$ cat src/sv/md5_pkg.sv
package md5_pkg;

  typedef enum logic [3:0] {
    S_IDLE,
    S_CLOAD,
    S_CROUND,
    S_CADD,
    S_PAD_FIRST,
    S_PAD_ZERO,
    S_LEN_LO,
    S_LEN_HI,
    S_OUT
  } state_t;

  // where to go once a compression finishes
  typedef enum logic [1:0] {
    RET_IDLE,
    RET_PAD_FIRST,
    RET_PAD_ZERO,
    RET_OUT
  } ret_t;

  typedef struct packed {
    logic take_byte;
    logic load_work;
    logic do_round;
    logic add_chain;
    logic pad_first;
    logic pad_zero;
    logic pad_unwrap;
    logic len_lo;
    logic len_hi;
    logic emit;
  } cmd_t;

  typedef struct packed {
    logic fill_full;
    logic round_last;
    logic pad_wrap;
    logic widx_is_len;
    logic widx_is_zero;
    logic word_last;
  } status_t;

  localparam logic [31:0] INIT_A = 32'h67452301;
  localparam logic [31:0] INIT_B = 32'hEFCDAB89;
  localparam logic [31:0] INIT_C = 32'h98BADCFE;
  localparam logic [31:0] INIT_D = 32'h10325476;
  localparam logic [7:0]  PAD_BYTE = 8'h80;
  localparam logic [3:0]  LEN_WORD = 4'd14;
  localparam logic [1:0]  LAST_WORD = 2'd3;

  function automatic logic [31:0] k_const(input logic [5:0] r);
    logic [31:0] k;
    case (r)
      6'd0:  k = 32'hD76AA478; 6'd1:  k = 32'hE8C7B756;
      6'd2:  k = 32'h242070DB; 6'd3:  k = 32'hC1BDCEEE;
      6'd4:  k = 32'hF57C0FAF; 6'd5:  k = 32'h4787C62A;
      6'd6:  k = 32'hA8304613; 6'd7:  k = 32'hFD469501;
      6'd8:  k = 32'h698098D8; 6'd9:  k = 32'h8B44F7AF;
      6'd10: k = 32'hFFFF5BB1; 6'd11: k = 32'h895CD7BE;
      6'd12: k = 32'h6B901122; 6'd13: k = 32'hFD987193;
      6'd14: k = 32'hA679438E; 6'd15: k = 32'h49B40821;
      6'd16: k = 32'hF61E2562; 6'd17: k = 32'hC040B340;
      6'd18: k = 32'h265E5A51; 6'd19: k = 32'hE9B6C7AA;
      6'd20: k = 32'hD62F105D; 6'd21: k = 32'h02441453;
      6'd22: k = 32'hD8A1E681; 6'd23: k = 32'hE7D3FBC8;
      6'd24: k = 32'h21E1CDE6; 6'd25: k = 32'hC33707D6;
      6'd26: k = 32'hF4D50D87; 6'd27: k = 32'h455A14ED;
      6'd28: k = 32'hA9E3E905; 6'd29: k = 32'hFCEFA3F8;
      6'd30: k = 32'h676F02D9; 6'd31: k = 32'h8D2A4C8A;
      6'd32: k = 32'hFFFA3942; 6'd33: k = 32'h8771F681;
      6'd34: k = 32'h6D9D6122; 6'd35: k = 32'hFDE5380C;
      6'd36: k = 32'hA4BEEA44; 6'd37: k = 32'h4BDECFA9;
      6'd38: k = 32'hF6BB4B60; 6'd39: k = 32'hBEBFBC70;
      6'd40: k = 32'h289B7EC6; 6'd41: k = 32'hEAA127FA;
      6'd42: k = 32'hD4EF3085; 6'd43: k = 32'h04881D05;
      6'd44: k = 32'hD9D4D039; 6'd45: k = 32'hE6DB99E5;
      6'd46: k = 32'h1FA27CF8; 6'd47: k = 32'hC4AC5665;
      6'd48: k = 32'hF4292244; 6'd49: k = 32'h432AFF97;
      6'd50: k = 32'hAB9423A7; 6'd51: k = 32'hFC93A039;
      6'd52: k = 32'h655B59C3; 6'd53: k = 32'h8F0CCC92;
      6'd54: k = 32'hFFEFF47D; 6'd55: k = 32'h85845DD1;
      6'd56: k = 32'h6FA87E4F; 6'd57: k = 32'hFE2CE6E0;
      6'd58: k = 32'hA3014314; 6'd59: k = 32'h4E0811A1;
      6'd60: k = 32'hF7537E82; 6'd61: k = 32'hBD3AF235;
      6'd62: k = 32'h2AD7D2BB; default: k = 32'hEB86D391;
    endcase
    return k;
  endfunction

  function automatic logic [4:0] rot_amt(input logic [5:0] r);
    logic [4:0] s;
    case ({r[5:4], r[1:0]})
      4'd0:  s = 5'd7;  4'd1:  s = 5'd12; 4'd2:  s = 5'd17; 4'd3:  s = 5'd22;
      4'd4:  s = 5'd5;  4'd5:  s = 5'd9;  4'd6:  s = 5'd14; 4'd7:  s = 5'd20;
      4'd8:  s = 5'd4;  4'd9:  s = 5'd11; 4'd10: s = 5'd16; 4'd11: s = 5'd23;
      4'd12: s = 5'd6;  4'd13: s = 5'd10; 4'd14: s = 5'd15; default: s = 5'd21;
    endcase
    return s;
  endfunction

  // message word used by round r
  function automatic logic [3:0] msg_index(input logic [5:0] r);
    logic [3:0] g;
    case (r[5:4])
      2'd0:    g = r[3:0];
      2'd1:    g = 4'(5 * r[3:0] + 1);
      2'd2:    g = 4'(3 * r[3:0] + 5);
      default: g = 4'(7 * r[3:0]);
    endcase
    return g;
  endfunction

endpackage

$ cat src/sv/md5_message_digest.sv
// Channel | Dir | tdata                         | tuser           | tlast
// s_      | in  | [7:0] data_byte               | -               | last_byte
// m_      | out | [31:0] digest_word            | [1:0] word_index| final_word
//
// A plain byte is simply stored; a byte that fills the 64-byte block starts
// a compression (load, 64 rounds, chain add).
// A last byte adds padding steps (0x80, zero words, length) and one compression;
// when 0x80 lands in bytes 56..63 it adds more padding steps and two
// compressions; then four digest items follow.
// The single round unit computes one round per cycle.
// rst is synchronous, active high; it restores the MD5 initial chain.
// m_tready low holds the current digest item; s_tready stays low meanwhile.
module md5_message_digest (
  input  logic        clk,
  input  logic        rst,
  input  logic        s_tvalid,
  output logic        s_tready,
  input  logic [7:0]  s_tdata,   // [7:0] data_byte
  input  logic        s_tlast,   // last_byte
  output logic        m_tvalid,
  input  logic        m_tready,
  output logic [31:0] m_tdata,   // [31:0] digest_word
  output logic [1:0]  m_tuser,   // [1:0] word_index
  output logic        m_tlast    // final_word
);
  import md5_pkg::*;

  cmd_t    cmd;
  status_t st;

  // sequencer: byte intake, padding steps, round counting, digest output
  md5_ctrl u_ctrl (
    .clk(clk), .rst(rst), .st(st), .cmd(cmd),
    .in_valid(s_tvalid), .in_last(s_tlast), .in_ready(s_tready),
    .out_valid(m_tvalid), .out_ready(m_tready)
  );

  // block buffer RAM, chain words, working words and counters
  md5_dp u_dp (
    .clk(clk), .rst(rst), .cmd(cmd), .st(st),
    .data_byte(s_tdata),
    .digest_word(m_tdata), .word_index(m_tuser), .final_word(m_tlast)
  );
endmodule

$ cat src/sv/md5_ram.sv
module md5_ram #(
  parameter int WIDTH = 32,
  parameter int DEPTH = 16
) (
  input  logic                     clk,
  input  logic                     we,
  input  logic [$clog2(DEPTH)-1:0] waddr,
  input  logic [WIDTH-1:0]         wdata,
  input  logic [$clog2(DEPTH)-1:0] raddr,
  output logic [WIDTH-1:0]         rdata
);
  logic [WIDTH-1:0] mem [DEPTH];

  always_ff @(posedge clk) begin
    if (we) begin
      mem[waddr] <= wdata;
    end
    rdata <= mem[raddr];
  end
endmodule

$ cat src/sv/md5_dp.sv
module md5_dp (
  input  logic            clk,
  input  logic            rst,
  input  md5_pkg::cmd_t   cmd,
  output md5_pkg::status_t st,
  input  logic [7:0]      data_byte,
  output logic [31:0]     digest_word,
  output logic [1:0]      word_index,
  output logic            final_word
);
  import md5_pkg::*;

  logic [31:0] chain [4];
  logic [31:0] wa, wb, wc, wd;
  logic [31:0] acc, acc_next;
  logic [5:0]  fill;
  logic [63:0] bits;
  logic [5:0]  round;
  logic [3:0]  widx;
  logic        pad_wrap;
  logic [1:0]  out_idx;

  logic        ram_we;
  logic [3:0]  ram_waddr, ram_raddr;
  logic [31:0] ram_wdata, ram_rdata, pad_word;
  logic [31:0] f, t, rot, b_new;
  logic [63:0] rot2;

  md5_ram #(.WIDTH(32), .DEPTH(16)) u_ram (
    .clk(clk), .we(ram_we), .waddr(ram_waddr), .wdata(ram_wdata),
    .raddr(ram_raddr), .rdata(ram_rdata)
  );

  // byte lane insert
  always_comb begin
    acc_next = acc;
    acc_next[8*fill[1:0] +: 8] = data_byte;
  end

  // first padding word: earlier bytes, 0x80, then zeros
  always_comb begin
    for (int j = 0; j < 4; j++) begin
      if (2'(j) < fill[1:0]) pad_word[8*j +: 8] = acc[8*j +: 8];
      else if (2'(j) == fill[1:0]) pad_word[8*j +: 8] = PAD_BYTE;
      else pad_word[8*j +: 8] = 8'h00;
    end
  end

  always_comb begin
    ram_we    = 1'b0;
    ram_waddr = widx;
    ram_wdata = 32'h0;
    if (cmd.take_byte) begin
      ram_we    = (fill[1:0] == 2'd3);
      ram_waddr = fill[5:2];
      ram_wdata = acc_next;
    end else if (cmd.pad_first) begin
      ram_we    = 1'b1;
      ram_waddr = fill[5:2];
      ram_wdata = pad_word;
    end else if (cmd.pad_zero) begin
      ram_we    = 1'b1;
    end else if (cmd.len_lo) begin
      ram_we    = 1'b1;
      ram_waddr = LEN_WORD;
      ram_wdata = bits[31:0];
    end else if (cmd.len_hi) begin
      ram_we    = 1'b1;
      ram_waddr = LEN_WORD + 4'd1;
      ram_wdata = bits[63:32];
    end
    ram_raddr = cmd.load_work ? 4'd0 : msg_index(round + 6'd1);
  end

  // one MD5 round
  always_comb begin
    case (round[5:4])
      2'd0:    f = (wb & wc) | (~wb & wd);
      2'd1:    f = (wb & wd) | (wc & ~wd);
      2'd2:    f = wb ^ wc ^ wd;
      default: f = wc ^ (wb | ~wd);
    endcase
    t     = wa + f + ram_rdata + k_const(round);
    rot2  = {t, t} << rot_amt(round);
    rot   = rot2[63:32];
    b_new = wb + rot;
  end

  always_ff @(posedge clk) begin
    if (cmd.take_byte) acc <= acc_next;
    if (cmd.load_work) begin
      wa <= chain[0]; wb <= chain[1]; wc <= chain[2]; wd <= chain[3];
    end else if (cmd.do_round) begin
      wa <= wd; wd <= wc; wc <= wb; wb <= b_new;
    end
  end

  always_ff @(posedge clk) begin
    if (rst || (cmd.emit && out_idx == LAST_WORD)) begin
      chain[0] <= INIT_A; chain[1] <= INIT_B;
      chain[2] <= INIT_C; chain[3] <= INIT_D;
      fill     <= '0;
      bits     <= '0;
      out_idx  <= '0;
      round    <= '0;
      widx     <= '0;
      pad_wrap <= 1'b0;
    end else begin
      if (cmd.take_byte) begin
        fill <= fill + 6'd1;
        bits <= bits + 64'd8;
      end
      if (cmd.add_chain) begin
        chain[0] <= chain[0] + wa; chain[1] <= chain[1] + wb;
        chain[2] <= chain[2] + wc; chain[3] <= chain[3] + wd;
      end
      if (cmd.load_work) round <= '0;
      else if (cmd.do_round) round <= round + 6'd1;
      if (cmd.pad_first) begin
        widx     <= fill[5:2] + 4'd1;
        pad_wrap <= (fill[5:2] >= LEN_WORD);
      end else if (cmd.pad_zero) begin
        widx <= widx + 4'd1;
      end
      if (cmd.pad_unwrap) pad_wrap <= 1'b0;
      if (cmd.emit) out_idx <= out_idx + 2'd1;
    end
  end

  assign st.fill_full    = (fill == 6'h3F);
  assign st.round_last   = (round == 6'h3F);
  assign st.pad_wrap     = pad_wrap;
  assign st.widx_is_len  = (widx == LEN_WORD);
  assign st.widx_is_zero = (widx == 4'd0);
  assign st.word_last    = (out_idx == LAST_WORD);

  assign digest_word = chain[out_idx];
  assign word_index  = out_idx;
  assign final_word  = (out_idx == LAST_WORD);
endmodule

$ cat src/sv/md5_ctrl.sv
module md5_ctrl (
  input  logic             clk,
  input  logic             rst,
  input  md5_pkg::status_t st,
  output md5_pkg::cmd_t    cmd,
  input  logic             in_valid,
  input  logic             in_last,
  output logic             in_ready,
  output logic             out_valid,
  input  logic             out_ready
);
  import md5_pkg::*;

  state_t state, state_next;
  ret_t   ret, ret_next;

  always_ff @(posedge clk) begin
    if (rst) begin
      state <= S_IDLE;
      ret   <= RET_IDLE;
    end else begin
      state <= state_next;
      ret   <= ret_next;
    end
  end

  always_comb begin
    state_next = state;
    ret_next   = ret;
    cmd        = '0;
    in_ready   = 1'b0;
    out_valid  = 1'b0;
    unique case (state)
      S_IDLE: begin
        in_ready = 1'b1;
        if (in_valid) begin
          cmd.take_byte = 1'b1;
          if (st.fill_full) begin
            ret_next   = in_last ? RET_PAD_FIRST : RET_IDLE;
            state_next = S_CLOAD;
          end else if (in_last) begin
            state_next = S_PAD_FIRST;
          end
        end
      end
      S_CLOAD: begin
        cmd.load_work = 1'b1;
        state_next    = S_CROUND;
      end
      S_CROUND: begin
        cmd.do_round = 1'b1;
        if (st.round_last) state_next = S_CADD;
      end
      S_CADD: begin
        cmd.add_chain = 1'b1;
        unique case (ret)
          RET_IDLE:      state_next = S_IDLE;
          RET_PAD_FIRST: state_next = S_PAD_FIRST;
          RET_PAD_ZERO:  state_next = S_PAD_ZERO;
          RET_OUT:       state_next = S_OUT;
          default:       state_next = S_IDLE;
        endcase
      end
      S_PAD_FIRST: begin
        cmd.pad_first = 1'b1;
        state_next    = S_PAD_ZERO;
      end
      S_PAD_ZERO: begin
        if (!st.pad_wrap && st.widx_is_len) begin
          state_next = S_LEN_LO;
        end else if (st.pad_wrap && st.widx_is_zero) begin
          cmd.pad_unwrap = 1'b1;
          ret_next       = RET_PAD_ZERO;
          state_next     = S_CLOAD;
        end else begin
          cmd.pad_zero = 1'b1;
        end
      end
      S_LEN_LO: begin
        cmd.len_lo = 1'b1;
        state_next = S_LEN_HI;
      end
      S_LEN_HI: begin
        cmd.len_hi = 1'b1;
        ret_next   = RET_OUT;
        state_next = S_CLOAD;
      end
      S_OUT: begin
        out_valid = 1'b1;
        if (out_ready) begin
          cmd.emit = 1'b1;
          if (st.word_last) state_next = S_IDLE;
        end
      end
      default: state_next = S_IDLE;
    endcase
  end
endmodule

$ cat config.mk
export PLATFORM = sky130hd
export DESIGN_NAME = md5_message_digest
export DESIGN_NICKNAME = d
export VERILOG_FILES = /design/src/sv/md5_pkg.sv /design/src/sv/md5_message_digest.sv /design/src/sv/md5_ram.sv /design/src/sv/md5_dp.sv /design/src/sv/md5_ctrl.sv
export SDC_FILE = /design/constraint.sdc
export NUM_CORES = 2
export LEC_CHECK = 0
export BUFFER_PORTS_ARGS = -buffer_cell sky130_fd_sc_hd__buf_2
export CAP_MARGIN = 5
export CORE_ASPECT_RATIO = 1.75
export CORE_MARGIN = 1.5
export CORE_UTILIZATION = 62
export CTS_BUF_LIST = sky130_fd_sc_hd__clkbuf_8
export DETAILED_ROUTE_END_ITERATION = 8
export GPL_TIMING_DRIVEN = 0
export PLACE_DENSITY_LB_ADDON = 0.25
export SYNTH_ARGS = -nofsm -noshare
export SYNTH_HDL_FRONTEND = slang
export SYNTH_SLANG_ARGS = --single-unit
export TNS_END_PERCENT = 30
$ cat constraint.sdc
create_clock -name clk -period 16.7 [get_ports clk]
set_input_delay 1.67 -clock clk [delete_from_list [all_inputs] [get_ports clk]]
set_output_delay 1.67 -clock clk [all_outputs]
set_load 0.01 [all_outputs]
==> results.md <==
- Status: finished with violations
- Failing checks: max-capacitance violations, max-slew violations
- Starting Density: 62.53%
- CP Max Fanout: 10
- Reg2Reg Capture Point: u_dp.wb[30]
- Largest register FFs: 512
- Setup TNS: 0 ns
- PD cells: 153.8 nW/um2
- Hold-fix buffers, CTS: 0
- # IOs: 50
- Routed wire length: 228600 um
- Die Span X: 231.5 um
- HPWL after detailed placement: 167700 um
- EDFF count, synth: 800
- Max cap viols: 2
- Seq cells post-synth: 957
- Area share of the largest cell type after synthesis: 42.40%
- Site row count: 146
- Clk sinks: 957
- Root Buffer: clkbuf_8
- PortBufs: 48
- Net Count, Synth: 6004
- Biggest regs: u_dp.u_ram.mem: 512 flops, u_dp.chain: 128 flops, u_dp.bits: 61 flops
- Gpl congestion: 1.135
- Least-Margin Pin Slew: 1.549 ns
- CP most frequent cell: o21ai_0
- Total die area: 93280 um2
- Hold_sp: u_dp.bits[41]
- P_leak: 22.85 nW
- Avg Synthesized Cell Area: 9.940 um2
- DR vias: 50760
- Crit path largest cell delay: 1.12 ns
- Critical path launch point: u_dp.round[4]
- Clock slew at reported path FFs: 0.07 ns
- CP Launch Type: flop
- Setup violators final: 0
- Vias in the first global route: 50170
- Cell taking the most area after synthesis: edfxtp_1
- Area of the mapped netlist: 56660 um2
- Hold path cells: 2
- Post-DRT Antenna Nets: 0
- CP Capture Type: flop
- First-pass GRT wire length: 331000 um
- Setup repair bufs after CTS: 0
- Reg-to-Reg Start: u_dp.round[4]
- Post-synth ARST share: 0%
- Setup CP Type: reg2reg
- Area growth syn-to-layout: 9.876%
- Register area share after synthesis: 47.95%
- Flop2flop setup slack: 3.41 ns
- GRT overflow: 0
- Max H-tree Level: 4
- CTS buffer count: 141
- Drt initial violations: 6870
- CP Data Arrival Time: 13.89 ns
- Synth top area cells: edfxtp_1, nand2_1, dfxtp_1
- Clock Path Buffers: 3
- Worst Hold Class: reg2reg
- Clock Latency Late Sink: 0.94 ns
- Core Footprint: 90610 um2
- Gr usage total: 49.68%
- Final hold viol count: 0
- Layout cells sized above 1: 7.504%
- Clock Skew: 0.05718 ns
- Crit path required time: 17.30 ns
- # resized after CTS: 0
- Detailed Routing Iterations Pass 1: 7
- Worst slew margin: -4.202%
- Drc violations: 0
- Tcrit/Tclk final: 79.56%
- Final core occ: 68.71%
- Vias/cell: 6.999
- Max Fclk: 75.27 MHz
- Largest net degree at the start of global routing: 65
- Unique masters post-synth: 93
- CTS tree: done
- Final net count: 6247
- Synth Warn #: 0
- Die Ht: 402.9 um
- RSZ-0062 raised after global routing: no
- Worst setup endpoint: u_dp.wb[30]
- Top FF cell, synth: edfxtp_1
- Biggest register: u_dp.u_ram.mem
- Slew Limit Fails: 14
- Slowest cell on the critical path: buf_1
- Cells on worst reg2reg path: 34
- Initial antenna violation count: 26
- Crit path time final: 13.29 ns
- VDD IR max: 0.1530 mV
- Syn Inst Count: 5700
- Per-cell routed wire length: 31.51 um
## worst min path at each step
stage	to	slack [ns]
floorplan	u_dp.bits[21]	0.47
global placement	u_dp.bits[39]	0.48
detailed placement	u_dp.bits[21]	0.50
CTS	u_dp.bits[39]	0.51
global route	u_dp.bits[21]	0.53
finish	u_dp.bits[41]	0.51
## routing by layer
layer	GRT usage, %	vias up	wire (um)
met5	0.8475	-	229
li1	-	21400	-
met2	81.27	3887	109800
met1	46.05	23870	65190
met4	53.92	24	30600
met3	16.42	1582	22700
## power breakdown
| part | switching (W) | total (W) | internal (W) |
|---|---|---|---|
| Clock | 0.000992 | 0.00198 | 0.000984 |
| Sequential | 0.000113 | 0.00300 | 0.00289 |
| Combinational | 0.00289 | 0.00459 | 0.00170 |
| Total | 0.00399 | 0.00957 | 0.00558 |
## cells by family after synthesis
| family | Yosys count | share of synthesized area (%) |
|---|---|---|
| AO/OA/AOI/OAI | 1510 | 17.13 |
| XOR/XNOR | 268 | 4.143 |
| adder cells (fa/ha/maj) | 322 | 7.877 |
| buffers and inverters | 610 | 4.110 |
| flip-flops | 957 | 47.95 |
| multiplexers | 162 | 4.178 |
| AND/OR/NAND/NOR | 1871 | 14.61 |
## synth_stat cells (all sizes together) (8+ instances only)
master   number
nand2       898
edfxtp      800
a21oi       428
nor2        413
o21ai       303
inv         293
clkbuf      247
ha          223
a211oi      198
dfxtp       157
and2        152
xor2        147
a31oi       125
nand3       121
xnor2       121
nor3         80
mux2i        79
a311oi       75
a21o         68
buf          68
fa           68
mux4         55
o221ai       46
or3          44
o21a         37
maj3         31
nand2b       31
o211ai       31
and3         29
mux2         28
nand4        27
o22ai        26
nor2b        22
o21bai       19
a221oi       15
a221o        14
nor4         13
o31ai        13
a2111oi      12
a211o        11
o311ai       10
or2          10
a22oi         9
a32oi         8
## worst max-delay path: cells and delay by family (launching register included)
kind                       cells  cell delay [ns]
buffers and inverters          5             3.32
and+or+nand+nor                5             1.29
AOI/OAI and AO/OA             18             5.74
xor gates and xnor gates       1             0.12
DFF                            1             0.30
adders and majority gates      5             2.17
## through the flow
stage	cells	hold WS (ns)	instance area, um2	total power, W	worst slack [ns]
after detailed placement	6968	0.5011	59170	0.007373	4.680
final	7253	0.5072	62250	0.009572	3.414
after CTS	7218	0.5081	61960	0.009308	4.623
after global placement	6932	0.4777	58380	0.007284	4.669
after floorplan	5700	0.4661	56660	0.006098	8.332
after global routing	7238	0.5341	62210	0.009950	3.218
## cell usage in the layout (no fill, tap or decap), types with 19 or more instances in the layout
cell type / netlist / layout
nand3_1: 121 / 121
clkinv_1: 2 / 31
nor2b_1: 22 / 22
o21bai_1: 19 / 19
o21ai_0: 299 / 292
or3_1: 43 / 43
nor3_1: 78 / 78
edfxtp_1: 800 / 800
and3_1: 29 / 29
nand2_1: 898 / 896
a21o_1: 68 / 68
mux4_2: 51 / 51
diode_2: 0 / 19
buf_1: 50 / 49
fa_1: 68 / 68
maj3_1: 30 / 30
a21oi_1: 426 / 422
inv_1: 287 / 327
nand4_1: 27 / 27
a211oi_1: 198 / 197
ha_1: 223 / 223
clkbuf_1: 246 / 243
a31oi_1: 125 / 122
nand2b_1: 31 / 31
clkbuf_8: 1 / 149
and2_1: 139 / 139
a311oi_1: 75 / 75
xor2_1: 147 / 147
buf_2: 17 / 67
o21a_1: 37 / 37
dfxtp_1: 157 / 157
o221ai_1: 46 / 46
xnor2_1: 121 / 120
nor2_1: 413 / 396
mux2_2: 26 / 26
o22ai_1: 26 / 26
mux2i_1: 79 / 79
o211ai_1: 31 / 31
## final cells by class
cell class	instances	area, um2
Antenna cell	19	47.55
Buffer	315	1226
Clock buffer	147	2023
Clock inverter	103	767.0
Fill cell	6793	28350
Inverter	295	1107
Multi-Input combinational cell	4133	27390
Sequential cell	957	27170
Tap cell	1184	1481
Timing Repair Buffer	100	1045
Note: power is estimated with default switching activity, not from simulation.
